### src/rtl/core/fp8c_pkg.sv
`default_nettype none
package fp8c_pkg;

  localparam int unsigned SingleWidth = 32;
  localparam int unsigned NarrowWidth = 8;
  localparam int unsigned CfgAddrWidth = 1;
  localparam int unsigned CfgDataWidth = 3;
  localparam int unsigned OutDataWidth = 16;

  localparam logic [CfgAddrWidth-1:0] RegTargetFormat = 1'd0;
  localparam logic [CfgAddrWidth-1:0] RegRoundingMode = 1'd1;

  localparam logic FmtE4M3 = 1'b0;
  localparam logic FmtE5M2 = 1'b1;

  localparam logic [2:0] ModeRne = 3'd0;
  localparam logic [2:0] ModeRtz = 3'd1;
  localparam logic [2:0] ModeRdn = 3'd2;
  localparam logic [2:0] ModeRup = 3'd3;
  localparam logic [2:0] ModeRmm = 3'd4;
  localparam logic [2:0] ModeRno = 3'd5;

  localparam logic [6:0] E4NanMag = 7'h7f;
  localparam logic [6:0] E4MaxMag = 7'h7e;
  localparam logic [6:0] E5NanMag = 7'h7e;
  localparam logic [6:0] E5MaxMag = 7'h7b;
  localparam logic [6:0] E5InfMag = 7'h7c;

  typedef struct packed {
    logic inexact;
    logic underflow;
    logic overflow;
    logic invalid;
  } fp8c_flags_t;

  typedef struct packed {
    fp8c_flags_t flags;
    logic [NarrowWidth-1:0] narrow_word;
  } fp8c_result_t;

endpackage
`default_nettype wire

### src/rtl/core/fp8c_convert.sv
`default_nettype none
module fp8c_convert (
  input  wire logic [31:0]    single_word,
  input  wire logic           target_format,
  input  wire logic [2:0]     rounding_mode,
  output fp8c_pkg::fp8c_result_t result
);

  logic        sgn;
  logic [7:0]  ex;
  logic [22:0] fr;
  logic        e5;
  logic        is_nan, is_inf, is_zero, tiny;
  logic [23:0] sig;
  logic [8:0]  sh_tiny_full;
  logic [4:0]  sh_tiny, sh;
  logic [25:0] mask, rem, half, trunc_full;
  logic [4:0]  trunc, r, rn;
  logic        inx, inc, carry, ovf, to_inf;
  logic [8:0]  ex_adj, lim, be;
  logic [4:0]  hidden, max_sig;
  logic [6:0]  ovf_mag, norm_mag;

  always_comb begin
    sgn = single_word[31];
    ex  = single_word[30:23];
    fr  = single_word[22:0];
    e5  = (target_format == fp8c_pkg::FmtE5M2);
    is_nan  = (ex == 8'hff) && (fr != 23'd0);
    is_inf  = (ex == 8'hff) && (fr == 23'd0);
    is_zero = (ex == 8'd0) && (fr == 23'd0);
    sig = {ex != 8'd0, fr};
    tiny = e5 ? (ex < 8'd113) : (ex < 8'd121);

    sh_tiny_full = (e5 ? 9'd134 : 9'd141) - {1'b0, ex};
    sh_tiny = ((ex == 8'd0) || (sh_tiny_full > 9'd25)) ? 5'd25 : sh_tiny_full[4:0];
    sh = tiny ? sh_tiny : (e5 ? 5'd21 : 5'd20);

    mask = (26'd1 << sh) - 26'd1;
    rem  = {2'b00, sig} & mask;
    half = 26'd1 << (sh - 5'd1);
    trunc_full = {2'b00, sig} >> sh;
    trunc = trunc_full[4:0];
    inx = (rem != 26'd0);

    priority case (rounding_mode)
      fp8c_pkg::ModeRne: inc = (rem > half) || ((rem == half) && trunc[0]);
      fp8c_pkg::ModeRmm: inc = (rem >= half);
      fp8c_pkg::ModeRdn: inc = inx && sgn;
      fp8c_pkg::ModeRup: inc = inx && !sgn;
      default:           inc = 1'b0;
    endcase
    if (rounding_mode == fp8c_pkg::ModeRno) begin
      r = trunc | {4'd0, inx};
    end else begin
      r = trunc + {4'd0, inc};
    end

    hidden  = e5 ? 5'd4 : 5'd8;
    max_sig = e5 ? 5'd7 : 5'd14;
    carry = (r == {hidden[3:0], 1'b0});
    rn = carry ? {1'b0, r[4:1]} : r;
    ex_adj = {1'b0, ex} + {8'd0, carry};
    lim = e5 ? 9'd142 : 9'd135;
    ovf = (ex_adj > lim) || ((ex_adj == lim) && (rn > max_sig));
    be = ex_adj - (e5 ? 9'd112 : 9'd120);
    norm_mag = e5 ? {be[4:0], rn[1:0]} : {be[3:0], rn[2:0]};

    to_inf = e5 && ((rounding_mode == fp8c_pkg::ModeRne) ||
                    (rounding_mode == fp8c_pkg::ModeRmm) ||
                    ((rounding_mode == fp8c_pkg::ModeRup) && !sgn) ||
                    ((rounding_mode == fp8c_pkg::ModeRdn) && sgn));
    ovf_mag = to_inf ? fp8c_pkg::E5InfMag : (e5 ? fp8c_pkg::E5MaxMag : fp8c_pkg::E4MaxMag);

    result = '0;
    if (is_nan) begin
      result.narrow_word = {1'b0, e5 ? fp8c_pkg::E5NanMag : fp8c_pkg::E4NanMag};
      result.flags.invalid = !fr[22];
    end else if (is_inf && e5) begin
      result.narrow_word = {sgn, fp8c_pkg::E5InfMag};
    end else if (is_inf) begin
      result.narrow_word = {sgn, ovf_mag};
      result.flags.overflow = 1'b1;
      result.flags.inexact = 1'b1;
    end else if (is_zero) begin
      result.narrow_word = {sgn, 7'd0};
    end else if (tiny) begin
      result.flags.inexact = inx;
      if (r >= hidden) begin
        result.narrow_word = {sgn, 2'b00, hidden};
      end else begin
        result.narrow_word = {sgn, 2'b00, r};
        result.flags.underflow = inx;
      end
    end else if (ovf) begin
      result.narrow_word = {sgn, ovf_mag};
      result.flags.overflow = 1'b1;
      result.flags.inexact = 1'b1;
    end else begin
      result.narrow_word = {sgn, norm_mag};
      result.flags.inexact = inx;
    end
  end

endmodule
`default_nettype wire

### src/rtl/core/float32_to_fp8_converter_top.sv
`default_nettype none
// Converts one IEEE single-precision word per beat to an 8-bit float (E4M3 or
// E5M2, chosen by register 0) under one of six rounding modes (register 1),
// with invalid, overflow, underflow and inexact flags. The block accepts one
// beat every cycle while out_tready does not stall it; an accepted beat is held
// in the input register, converted by the combinational conversion logic and
// captured in the result register, which offers it on the output. Write the
// registers only while the block is empty.
module float32_to_fp8_converter_top (
  input  wire logic        clk,
  input  wire logic        rst_n,
  input  wire logic        cfg_we,
  input  wire logic [0:0]  cfg_addr,
  input  wire logic [2:0]  cfg_wdata,
  input  wire logic        in_tvalid,
  output      logic        in_tready,
  input  wire logic [31:0] in_tdata,   // single_word
  output      logic        out_tvalid,
  input  wire logic        out_tready,
  output      logic [15:0] out_tdata   // narrow_word, flag_invalid, flag_overflow,
                                       // flag_underflow, flag_inexact, zero pad
);

  logic        fmt_r;
  logic [2:0]  mode_r;
  logic        s1_valid_r;
  logic [31:0] s1_word_r;
  logic        out_valid_r;
  fp8c_pkg::fp8c_result_t out_res_r;
  fp8c_pkg::fp8c_result_t conv_res;
  logic        out_free;

  always_ff @(posedge clk) begin
    if (!rst_n) begin
      fmt_r  <= fp8c_pkg::FmtE4M3;
      mode_r <= fp8c_pkg::ModeRne;
    end else if (cfg_we) begin
      if (cfg_addr == fp8c_pkg::RegTargetFormat) begin
        fmt_r <= cfg_wdata[0];
      end else if (cfg_addr == fp8c_pkg::RegRoundingMode) begin
        mode_r <= cfg_wdata;
      end
    end
  end

  fp8c_convert u_convert (
    .single_word   (s1_word_r),
    .target_format (fmt_r),
    .rounding_mode (mode_r),
    .result        (conv_res)
  );

  assign out_free  = !out_valid_r || out_tready;
  assign in_tready = !s1_valid_r || out_free;

  always_ff @(posedge clk) begin
    if (!rst_n) begin
      s1_valid_r  <= 1'b0;
      out_valid_r <= 1'b0;
    end else begin
      if (in_tready) begin
        s1_valid_r <= in_tvalid;
      end
      if (out_free) begin
        out_valid_r <= s1_valid_r;
      end
    end
  end

  always_ff @(posedge clk) begin
    if (in_tready && in_tvalid) begin
      s1_word_r <= in_tdata;
    end
    if (out_free && s1_valid_r) begin
      out_res_r <= conv_res;
    end
  end

  assign out_tvalid = out_valid_r;
  assign out_tdata  = {4'd0, out_res_r};

endmodule
`default_nettype wire

### config.mk
export PLATFORM = sky130hd
export DESIGN_NAME = float32_to_fp8_converter_top
export DESIGN_NICKNAME = d
export VERILOG_FILES = /design/src/rtl/core/fp8c_pkg.sv /design/src/rtl/core/fp8c_convert.sv /design/src/rtl/core/float32_to_fp8_converter_top.sv
export SDC_FILE = /design/constraint.sdc
export NUM_CORES = 1
export LEC_CHECK = 0
export ABC_AREA = 1
export BUFFER_PORTS_ARGS = -buffer_cell sky130_fd_sc_hd__buf_2
export CAP_MARGIN = 20
export CORE_AREA = 2 2 110 101
export CTS_CLUSTER_DIAMETER = 150
export CTS_CLUSTER_SIZE = 20
export DETAILED_ROUTE_END_ITERATION = 12
export DIE_AREA = 0 0 112 103
export PLACE_DENSITY_LB_ADDON = 0.05
export SKIP_LAST_GASP = 1
export SLEW_MARGIN = 20
export SYNTH_ARGS = -nofsm -noshare
export SYNTH_HDL_FRONTEND = slang
export SYNTH_HIERARCHICAL = 1
export SYNTH_SLANG_ARGS = --single-unit
### constraint.sdc
create_clock -name clk -period 7.45 [get_ports clk]
set_input_delay 2.235 -clock clk [delete_from_list [all_inputs] [get_ports clk]]
set_output_delay 2.235 -clock clk [all_outputs]
set_load 0.02 [all_outputs]
### After elaboration in Yosys (flattened, before gate mapping)

Index checks and enable logic that the tools add are counted.

* output and inout port bits: 18
* word-level logic and storage cells: 107
* register bits after elaboration: 50
* input port bits: 41

* order comparisons: 8
* reduce and logical (&&, ||, !) cells: 35
* $add $sub $neg: 6
* shift-type cells: 3
* muxes and demuxes: 32
* bitwise logic cells: 4
* equality and inequality tests: 8

Operators with widths (number)
* two-way mux 7 bit: 8
* << shifter 1 x 5 -> 26 bit, first input constant: 2
* AND 24 x 26 -> 26 bit: 1
* equality test 26 bit: 1
* >= comparator 26 bit: 1
* greater-than comparator 26 bit: 1
* nonzero test 26 bit: 1
* subtractor 26 x 1 -> 26 bit, second input constant: 1
* two-way mux 5 bit: 5
* >> shifter 24 x 5 -> 5 bit: 1
* zero test 23 bit: 1
* nonzero test 23 bit: 1
* two-way mux 4 bit: 5
* < comparator 8 x 7 -> 1 bit, second input constant: 2
* logical AND 1 bit: 13
* two-way mux 1 bit: 11
* adder 8 x 1 -> 9 bit: 1
* equality test 9 x 8 -> 1 bit: 1
* greater-than comparator 9 x 5 -> 1 bit, second input constant: 1
* greater-than comparator 9 x 8 -> 1 bit: 1
* subtractor 9 x 8 -> 9 bit: 1
* equality test 8 bit, second input constant: 1
* zero test 8 bit: 1
* logical OR 1 bit: 8
* 18 further kinds: 26

### Depth between registers and ports, before layout

Gate-level depths: netlist of the first run.

* depth after elaboration: 26
* depth in mapped cells: 62
* depth with buffers taken out: 62

### Cells and area by module

The synthesis of the first run kept the hierarchy.

By module, submodules not included
* fp8c_convert: cells each 752, area an instance 4011.3 um^2, times used 1, seq. area each 0.0 um^2
* float32_to_fp8_converter_top: cells each 82, area an instance 1591.5 um^2, times used 1, seq. area each 1441.4 um^2

### Worst setup path before layout of the first run

Ideal clock, no wire load.

* path type: reg-to-reg
* from: reg fmt_r
* to: reg out_res_r (netlist bit out_tdata[6]) (data pin)
* path buffers: 1
* clock period less this slack: 7.801 ns
* cell stages (with the launch flop): 60
* required time: 7.195 ns
* path slack: -0.351 ns
* library setup time: 0.255 ns
* arrival: 7.546 ns
* cells stage by stage: dfxtp_1 -> ha_1 -> inv_1 -> fa_1 -> nand3_1 -> nand3_1 -> nand2_1 -> nand2_2 -> inv_2 -> nand3_4 -> nand4_2 -> nand2_2 -> buf_2 -> nor2_2 -> nand2_1 -> ha_1 -> inv_1 -> nand2_1 -> [... 24 more ...] -> nand2_1 -> nor2_2 -> nand3_2 -> inv_1 -> ha_1 -> nand3_1 -> xor2_1 -> inv_1 -> ha_1 -> nand3_1 -> nor2_1 -> nand3_1 -> nor3_1 -> o21bai_1 -> nand2_2 -> inv_2 -> nand2_1 -> a31o_1

RTL lines
* start: declaration: line float32_to_fp8_converter_top.sv:24 `logic fmt_r;`
* start signal: assignment: line float32_to_fp8_converter_top.sv:35 `fmt_r <= fp8c_pkg::FmtE4M3;`
* start signal: assignment: line float32_to_fp8_converter_top.sv:39 `fmt_r <= cfg_wdata[0];`
* end signal: assignment: line float32_to_fp8_converter_top.sv:75 `out_res_r <= conv_res;`
* end: declaration: line float32_to_fp8_converter_top.sv:29 `fp8c_pkg::fp8c_result_t out_res_r;`

==> run metrics, run 1 <==
Synth Cell Area=5600 µm²; Top FF cell, synth=edfxtp_1; Setup crit start kind=register; overall routing resource usage=0.348; critical path arrival=8210 ps; chip width=roughly 110 µm; kind of critical path=reg -> reg; async set or reset register ratio after synthesis=0; FF-to-FF path depth=57; final worst-path cycle share=1.09; CP Max Fanout=5; CP Capture Point=out_tdata[2]; dpl ws=-855 ps; Slew HR=0.534; endpoints failing setup=9; # IOs=59; DR vias=between 6000 and 7000; vias in the first global route=6391; Least-Margin Pin Slew=699 ps; post-synthesis area per instance=roughly 6.7 µm²; RePlAce Congestion=1.03; initial detailed-routing violation count=825; Die H=103 µm; Worst Skew=11.4 ps; Hold WC Path Type=reg -> reg; initial antenna violation count=0; Simple-Gate Fraction of Synth Area=0.431; router iterations before antenna repair=7; pin count of the biggest net entering global routing=23; FILL cells=800; clock latency on the worst-skew pair=about 310 ps; Power, Total=around 1100 µW; CP max stage cell=edfxtp_1; Post-Synth Adder-Cell Area=0.0929; Cell Count Post-Placement=1149; Final Max Tran Viols=0; drt via density=between 5 and 6; ranking of synthesized cells by area=edfxtp_1, nand2_1, nand3_1; post-synthesis register bit count=50; clock slew at reported path FFs=80 ps; clock root cell=clkbuf_16; worst r2r dst=out_tdata[2]; cell family with most CP delay=simple AND/OR/NAND/NOR gates; n_diodes=0; core box area=about 11000 µm²; share of the synthesized area in the top cell type=0.236; DR WL/cell=~17 µm; Die Area=11500 µm²; clk sinks=50; crit path buf inv count=9; number of flops mapped to enable cells by yosys=44; fin cells=1189; count leader, synth=nand2_1; slowest stage delay, CP=approximately 390 ps; Util after Layout=0.750; Post-CTS Hold Buffers=0; Netlist cell types=53; largest family of logic cells by synthesized area=simple AND/OR/NAND/NOR gates; PD cells=134 nW/µm²; grt ovf=0; Layout Nets=roughly 1100; Fmax=123 MHz; CTS tree=built; Post-Syn Instances=834; Critical Path Start=s1_word_r[23]; H-tree levels=2; Critical Path RT=7520 ps; final WL=20600 µm; initial core utilization=0.532; synth cell count leaders=nand2_1, nand3_1, inv_1; Period minus WS final=8140 ps; Antenna Violating Nets Remaining=0; Final Hold Viols=0; I/O Buffers=54; CP endpoint kind=register; Pleak=0.00399 µW; hpwl dp=between 10000 and 15000 µm; failing checks=setup timing; Max clock buf depth=2; Synth Area in Compound Gates=0.0891; hold depth=2; Reg2Reg Setup Slack=-690 ps; # rows=36; Peak VDD IR=0.000138 V; CP most frequent cell=nand2_2; setup slack after layout=-690 ps; post-synthesis mux area share=0; status=finished with violations; cell taking the most area after synthesis=edfxtp_1; total CTS buffers=5; Seq/Total Area, Yosys=0.257; synth warn=6; # Max-Cap Violations=0; RSZ-0062 raised after global routing=true; XOR/XNOR share of the synthesized area=0.0107; Worst path depth=57; first-pass GRT wire length=31600 µm; share of cells above drive strength 1=0.376; area grow syn2layout=41.1%; RR Startpoint=s1_word_r[23]; DRC viols=0
[cell usage in the layout, fill, tap and decap left out, types with 14 or more instances in the layout]
cell type	instances
nor2_4	14
inv_1	104
nor2_2	15
edfxtp_1	44
buf_4	167
nand3_1	113
nor2_1	52
inv_2	29
nand2_2	27
a21oi_1	28
nand4_1	17
buf_2	54
ha_1	33
nand2_1	200
[report_power, final]
part	internal [µW]	switching, µW	leakage, µW
Clock	129	119	0.0000763
Sequential	325	15.3	0.000475
Combinational	193	277	0.00344
Total	648	411	0.00399
[metrics by stage]
step           hold WS [ps]  setup TNS [ps]  area, µm²
2_1_floorplan           439               0       5700
3_3_place_gp            452           -3610       7090
3_5_place_dp            457           -7150       7090
4_1_cts                 468           -2120       7690
5_1_grt                 511           -9010       7900
6_report                472           -5910       7900
[kinds of logic after synthesis]
logic type               Yosys count
AND/OR/NAND/NOR                  498
XOR/XNOR                           6
buffers and inverters            156
other                              1
AO/OA/AOI/OAI                     82
adder cells (fa/ha/maj)           41
flip-flops                        50
[final cells by class]
cell class	instances	area, µm²	share of cell area
clock buffer	5	125	0.0158
clock inverter	3	28.8	0.00364
inverter	137	527	0.0666
multi-input combinational	631	3970	0.502
sequential	50	1450	0.183
tap	133	166	0.0211
timing repair buffer	230	1640	0.208
[tightest hold or removal path, stage by stage (launching register included)]
cell and delay [ps]:
dfxtp_1 310, nand2_1 60, a21oi_1 50
[what timing repair did]
item                                    4_1_cts  5_1_grt
resized for setup                            68       37
endpoints found under the setup margin        9        9
setup buffers                                23       11
pin swaps                                    45       53
[state kept, by name (all words and copies together), names as in the netlist]
register and cells:
s1_word_r 32, out_tdata 12, mode_r 3, fmt_r 1, out_tvalid 1, s1_valid_r 1
[how the worst min path moves through the flow]
| stage | startpoint | endpoint |
|---|---|---|
| floorplan | mode_r[1] | mode_r[1] |
| global placement | mode_r[1] | mode_r[1] |
| detailed placement | mode_r[1] | mode_r[1] |
| CTS | mode_r[1] | mode_r[1] |
| global route | mode_r[0] | mode_r[0] |
| finish | mode_r[1] | mode_r[1] |
[per-layer routing]
metal / GRT usage / part of all wire / vias to the layer above
met2: 0.551 / 0.45 / 353
met1: 0.483 / 0.43 / 3150
met3: 0.0758 / 0.096 / 49
met4: 0.100 / 0.022 / 0
met5: 0 / 0 / -
li1: - / - / 3185
Power figures use the tool's default switching activity.
==> run 2: changes to the inputs <==
REMOVE_ABC_BUFFERS = 1   (was not set)
==> run metrics, run 2 (synthesis results as in run 1) <==
status=finished with violations (unchanged); failing checks=setup timing (unchanged); commonest non-fill, non-tap cell in the layout=nand2_1 (unchanged); clock latency on the worst-skew pair=310 ps (about the same); critical path arrival=8080 ps (was 8210 ps); Antenna Violating Nets Remaining=0 (unchanged); overall routing resource usage=0.329 (was 0.348); Power, Total=1090 µW (was 1060 µW); grt ovf=0 (unchanged); Worst Skew=12.5 ps (was 11.4 ps); Setup crit start kind=register (unchanged); endpoints failing setup=9 (unchanged); router iterations before antenna repair=5 (was 7); most frequent cells in the layout=nand2_1, buf_4, nand3_1 (unchanged); DR WL/cell=16.6 µm (was 17.3 µm); Period minus WS final=8030 ps (was 8140 ps); RR Startpoint=s1_word_r[23] (unchanged); dpl ws=-799 ps (was -855 ps); Reg with most FFs=s1_word_r (unchanged); CP endpoint kind=register (unchanged); chip width=112 µm (unchanged); initial antenna violation count=0 (unchanged); pin count of the biggest net entering global routing=33 (was 23); setup slack after layout=-577 ps (was -690 ps); Max clock buf depth=2 (unchanged); Die Area=11500 µm² (unchanged); Least-Margin Pin Slew=708 ps (was 699 ps); kind of critical path=reg -> reg (unchanged); clock slew at reported path FFs=70 ps (was 80 ps); FF-to-FF path depth=59 (was 57); Hold Path Sink=mode_r[1] (unchanged); clk sinks=50 (unchanged); worst r2r dst=out_tdata[6] (was out_tdata[2]); fin cells=1199 (was 1189); clock root cell=clkbuf_16 (unchanged); Post-DP Area=6960 µm² (was 7090 µm²); Reg2Reg Setup Slack=-580 ps (was -690 ps); Pleak=0.00406 µW (was 0.00399 µW); CP max stage cell=edfxtp_1 (unchanged); total CTS buffers=5 (unchanged); Cell Count Post-Placement=1144 (was 1149); Fmax=125 MHz (was 123 MHz); Peak VDD IR=0.000246 V (was 0.000138 V); first-pass GRT wire length=30200 µm (was 31600 µm); CP Max Fanout=5 (unchanged); hold depth=2 (unchanged); initial core utilization=0.532 (unchanged); CTS tree=built (unchanged); final design area excluding fillers=8180 µm² (was 7900 µm²); RePlAce Congestion=1.01 (was 1.03); # Max-Cap Violations=0 (unchanged); drt via density=5.66 (was 5.67); RSZ-0062 raised after global routing=true (unchanged); # IOs=59 (unchanged); cell family with most CP delay=simple AND/OR/NAND/NOR gates (unchanged); Final Hold Viols=0 (unchanged); final worst-path cycle share=1.08 (was 1.09); I/O Buffers=54 (unchanged); core box area=10500 µm² (unchanged); DR vias=6783 (was 6737); n_diodes=0 (unchanged); hpwl dp=14300 µm (was 15000 µm); area grow syn2layout=46.0% (was 41.1%); FILL cells=764 (was 800); PD cells=134 nW/µm² (about the same); Final Max Tran Viols=0 (unchanged); Hold WC Path Type=reg -> reg (unchanged); Post-CTS Hold Buffers=0 (unchanged); Slew HR=0.523 (was 0.534); vias in the first global route=6324 (was 6391); Layout Nets=1147 (was 1137); Critical Path RT=7500 ps (was 7520 ps); crit path buf inv count=9 (unchanged); H-tree levels=2 (unchanged); # rows=36 (unchanged); max reg flops=32 (unchanged); share of cells above drive strength 1=0.407 (was 0.376); slowest stage delay, CP=400 ps (was 390 ps); Die H=103 µm (unchanged); Hold Path Origin=mode_r[1] (unchanged); post-route setup TNS=-4680 ps (was -5910 ps); DRC viols=0 (unchanged); initial detailed-routing violation count=530 (was 825); final WL=20000 µm (was 20600 µm)
[run 2: cell type report]
| cell class | instances | area (µm²) | area share |
|---|---|---|---|
| well taps | 133 | 166 | 0.0203 |
| multi-input cells | 631 | 4120 | 0.503 |
| clock inverters | 3 | 47.5 | 0.00581 |
| clock buffers | 5 | 125 | 0.0153 |
| flip-flops and latches | 50 | 1440 | 0.176 |
| repair buffers | 240 | 1750 | 0.215 |
| inverters | 137 | 527 | 0.0644 |
[run 2: per-layer routing]
| metal | GRT usage | up-vias | share of wire |
|---|---|---|---|
| met2 | 0.548 | 391 | 0.46 |
| li1 | - | 3221 | - |
| met1 | 0.439 | 3100 | 0.42 |
| met4 | 0.0957 | 0 | 0.029 |
| met5 | 0 | - | 0 |
| met3 | 0.0676 | 71 | 0.10 |
[run 2: worst reg2reg max path: cells and delay by family (launching register included)]
kind	cells	cell delay, ps
and+or+nand+nor	30	3020
AOI/OAI and AO/OA	11	1560
buffers and inverters	9	680
adders and majority gates	8	1980
DFF	1	400
xor gates and xnor gates	1	130
[run 2: power breakdown]
group,switching [µW],internal [µW]
clock,107,160
combinational,280,205
sequential,15.5,325
[run 2: worst max path at each step]
stage	from	to	depth (start not counted)
after detailed placement	fmt_r	out_tdata[6]	56
after global routing	s1_word_r[23]	out_tdata[6]	59
final	s1_word_r[23]	out_tdata[6]	59
after CTS	s1_word_r[23]	out_tdata[6]	58
after global placement	fmt_r	out_tdata[11]	57
after floorplan	fmt_r	out_tdata[6]	58
[run 2: through the flow]
step	hold WS (ps)	util
after floorplan	439	-
after global placement	456	0.661
after detailed placement	459	0.661
after CTS	473	0.751
after global routing	490	0.776
final	470	0.776
[run 2: what timing repair did]
| action | in CTS | in global routing |
|---|---|---|
| setup endpoints to repair | 9 | 9 |
| setup buffers | 36 | 11 |
| gates resized for setup | 127 | 43 |
| pin swaps | 38 | 41 |
==> run 3: changes to the inputs <==
GPL_ROUTABILITY_DRIVEN = 1   (was not set)
RECOVER_POWER = 50   (was not set)
==> run metrics, run 3 (synthesis results as in run 1) <==
Psw=401 µW (was 402 µW); Die H=103 µm (unchanged); initial detailed-routing violation count=559 (was 530); Fin Hold WS=470 ps (about the same); Final Max Tran Viols=0 (unchanged); total CTS buffers=5 (unchanged); CP max stage cell=edfxtp_1 (unchanged); slowest stage delay, CP=400 ps (about the same); area grow syn2layout=45.7% (was 46.0%); Seq pwr share=0.312 (about the same); overall routing resource usage=0.329 (unchanged); vias in the first global route=6324 (unchanged); chip width=112 µm (unchanged); pin count of the biggest net entering global routing=33 (unchanged); Setup crit start kind=register (unchanged); most frequent cells in the layout=nand2_1, buf_4, nand3_1 (unchanged); # IOs=59 (unchanged); DR WL/cell=16.7 µm (was 16.6 µm); final WL=20000 µm (about the same); Post-DP Area=6960 µm² (unchanged); core box area=10500 µm² (unchanged); H-tree levels=2 (unchanged); final worst-path cycle share=1.08 (about the same); clock slew at reported path FFs=70 ps (about the same); Layout Nets=1147 (unchanged); # rows=36 (unchanged); Peak VDD IR=0.000246 V (about the same); Pleak=0.00405 µW (was 0.00406 µW); # Max-Cap Violations=0 (unchanged); CP Max Fanout=5 (unchanged); clk sinks=50 (unchanged); RSZ-0062 raised after global routing=true (unchanged); Reg with most FFs=s1_word_r (unchanged); clock root cell=clkbuf_16 (unchanged); commonest non-fill, non-tap cell in the layout=nand2_1 (unchanged); share of cells above drive strength 1=0.403 (was 0.407); n_diodes=0 (unchanged); Critical Path RT=7500 ps (about the same); DR vias=6764 (was 6783); Fmax=124 MHz (was 125 MHz); endpoints failing setup=9 (unchanged); final design area excluding fillers=8160 µm² (was 8180 µm²); failing checks=setup timing (unchanged); router iterations before antenna repair=6 (was 5); Period minus WS final=8040 ps (was 8030 ps); CTS tree=built (unchanged); I/O Buffers=54 (unchanged); Final Hold Viols=0 (unchanged); RePlAce Congestion=1.01 (unchanged); Max clock buf depth=2 (unchanged); PD cells=134 nW/µm² (about the same); clock power share=0.244 (was 0.245); setup slack after layout=-590 ps (was -577 ps); clock latency on the worst-skew pair=310 ps (about the same); max reg flops=32 (unchanged); Slew HR=0.283 (was 0.523); grt ovf=0 (unchanged); Pint=690 µW (about the same); status=finished with violations (unchanged); FILL cells=767 (was 764); Hold WC Path Type=reg -> reg (unchanged); drt via density=5.64 (was 5.66); hpwl dp=14300 µm (unchanged); dpl ws=-799 ps (unchanged); Worst Skew=11.6 ps (was 12.5 ps); Die Area=11500 µm² (unchanged); CP endpoint kind=register (unchanged); first-pass GRT wire length=30200 µm (unchanged); DRC viols=0 (unchanged); initial core utilization=0.532 (unchanged); Least-Margin Pin Slew=1080 ps (was 708 ps); Antenna Violating Nets Remaining=0 (unchanged); Sw Share=0.368 (about the same); initial antenna violation count=0 (unchanged); Gate power share=0.443 (about the same); Power, Total=1090 µW (about the same); critical path arrival=8090 ps (was 8080 ps); kind of critical path=reg -> reg (unchanged)
## run 3: worst paths after layout
kind / from / end / slack (ps) / cells after the start
worst min register to register: mode_r[1] / mode_r[1] / 470 / 2
worst min-delay path: mode_r[1] / mode_r[1] / 470 / 2
worst max-delay path: s1_word_r[23] / out_tdata[6] / -590 / 59
worst max register to register: s1_word_r[23] / out_tdata[6] / -590 / 59
## run 3: cell type report
class / count / area (µm²) / share of cell area
Clock buffer: 5 / 125 / 0.0153
Clock inverter: 3 / 47.5 / 0.00583
Inverter: 137 / 527 / 0.0645
Multi-Input combinational cell: 631 / 4100 / 0.502
Sequential cell: 50 / 1440 / 0.177
Tap cell: 133 / 166 / 0.0204
Timing Repair Buffer: 240 / 1750 / 0.215
## run 3: routing by layer
metal,vias to the layer above,part of all wire,GRT usage
li1,3225,-,-
met1,3110,0.41,0.439
met2,376,0.46,0.548
met3,53,0.10,0.0676
met4,0,0.025,0.0957
met5,-,0,0
## run 3: stage by stage
step                cells   util  setup TNS [ps]
global route         1199  0.774           -8590
global placement     1144  0.661           -3050
finish               1199  0.774           -4800
floorplan             818      -           -4310
detailed placement   1144  0.661           -6380
CTS                  1188  0.751           -1460
## run 3: worst max-delay path: cells and delay by family, from the launching register on
kind	cells	cell delay, ps
and+or+nand+nor	30	3020
buffers and inverters	9	690
AOI/OAI and AO/OA	11	1560
xor gates and xnor gates	1	130
DFF	1	400
adders and majority gates	8	1970
## run 3: power by group through the flow
stage	clock network, µW	registers (µW)	logic [µW]
after detailed placement	0	345	388
after floorplan	0	347	229
after global placement	0	345	377
after global routing	280	342	523
final	266	341	484
after CTS	273	339	442
## run 3: what timing repair did
item,in CTS,in global routing
buffers inserted,36,11
hold endpoints to repair,0,0
resized for setup,127,43
pin swaps,38,41
endpoints found under the setup margin,9,9
hold buffers,0,0
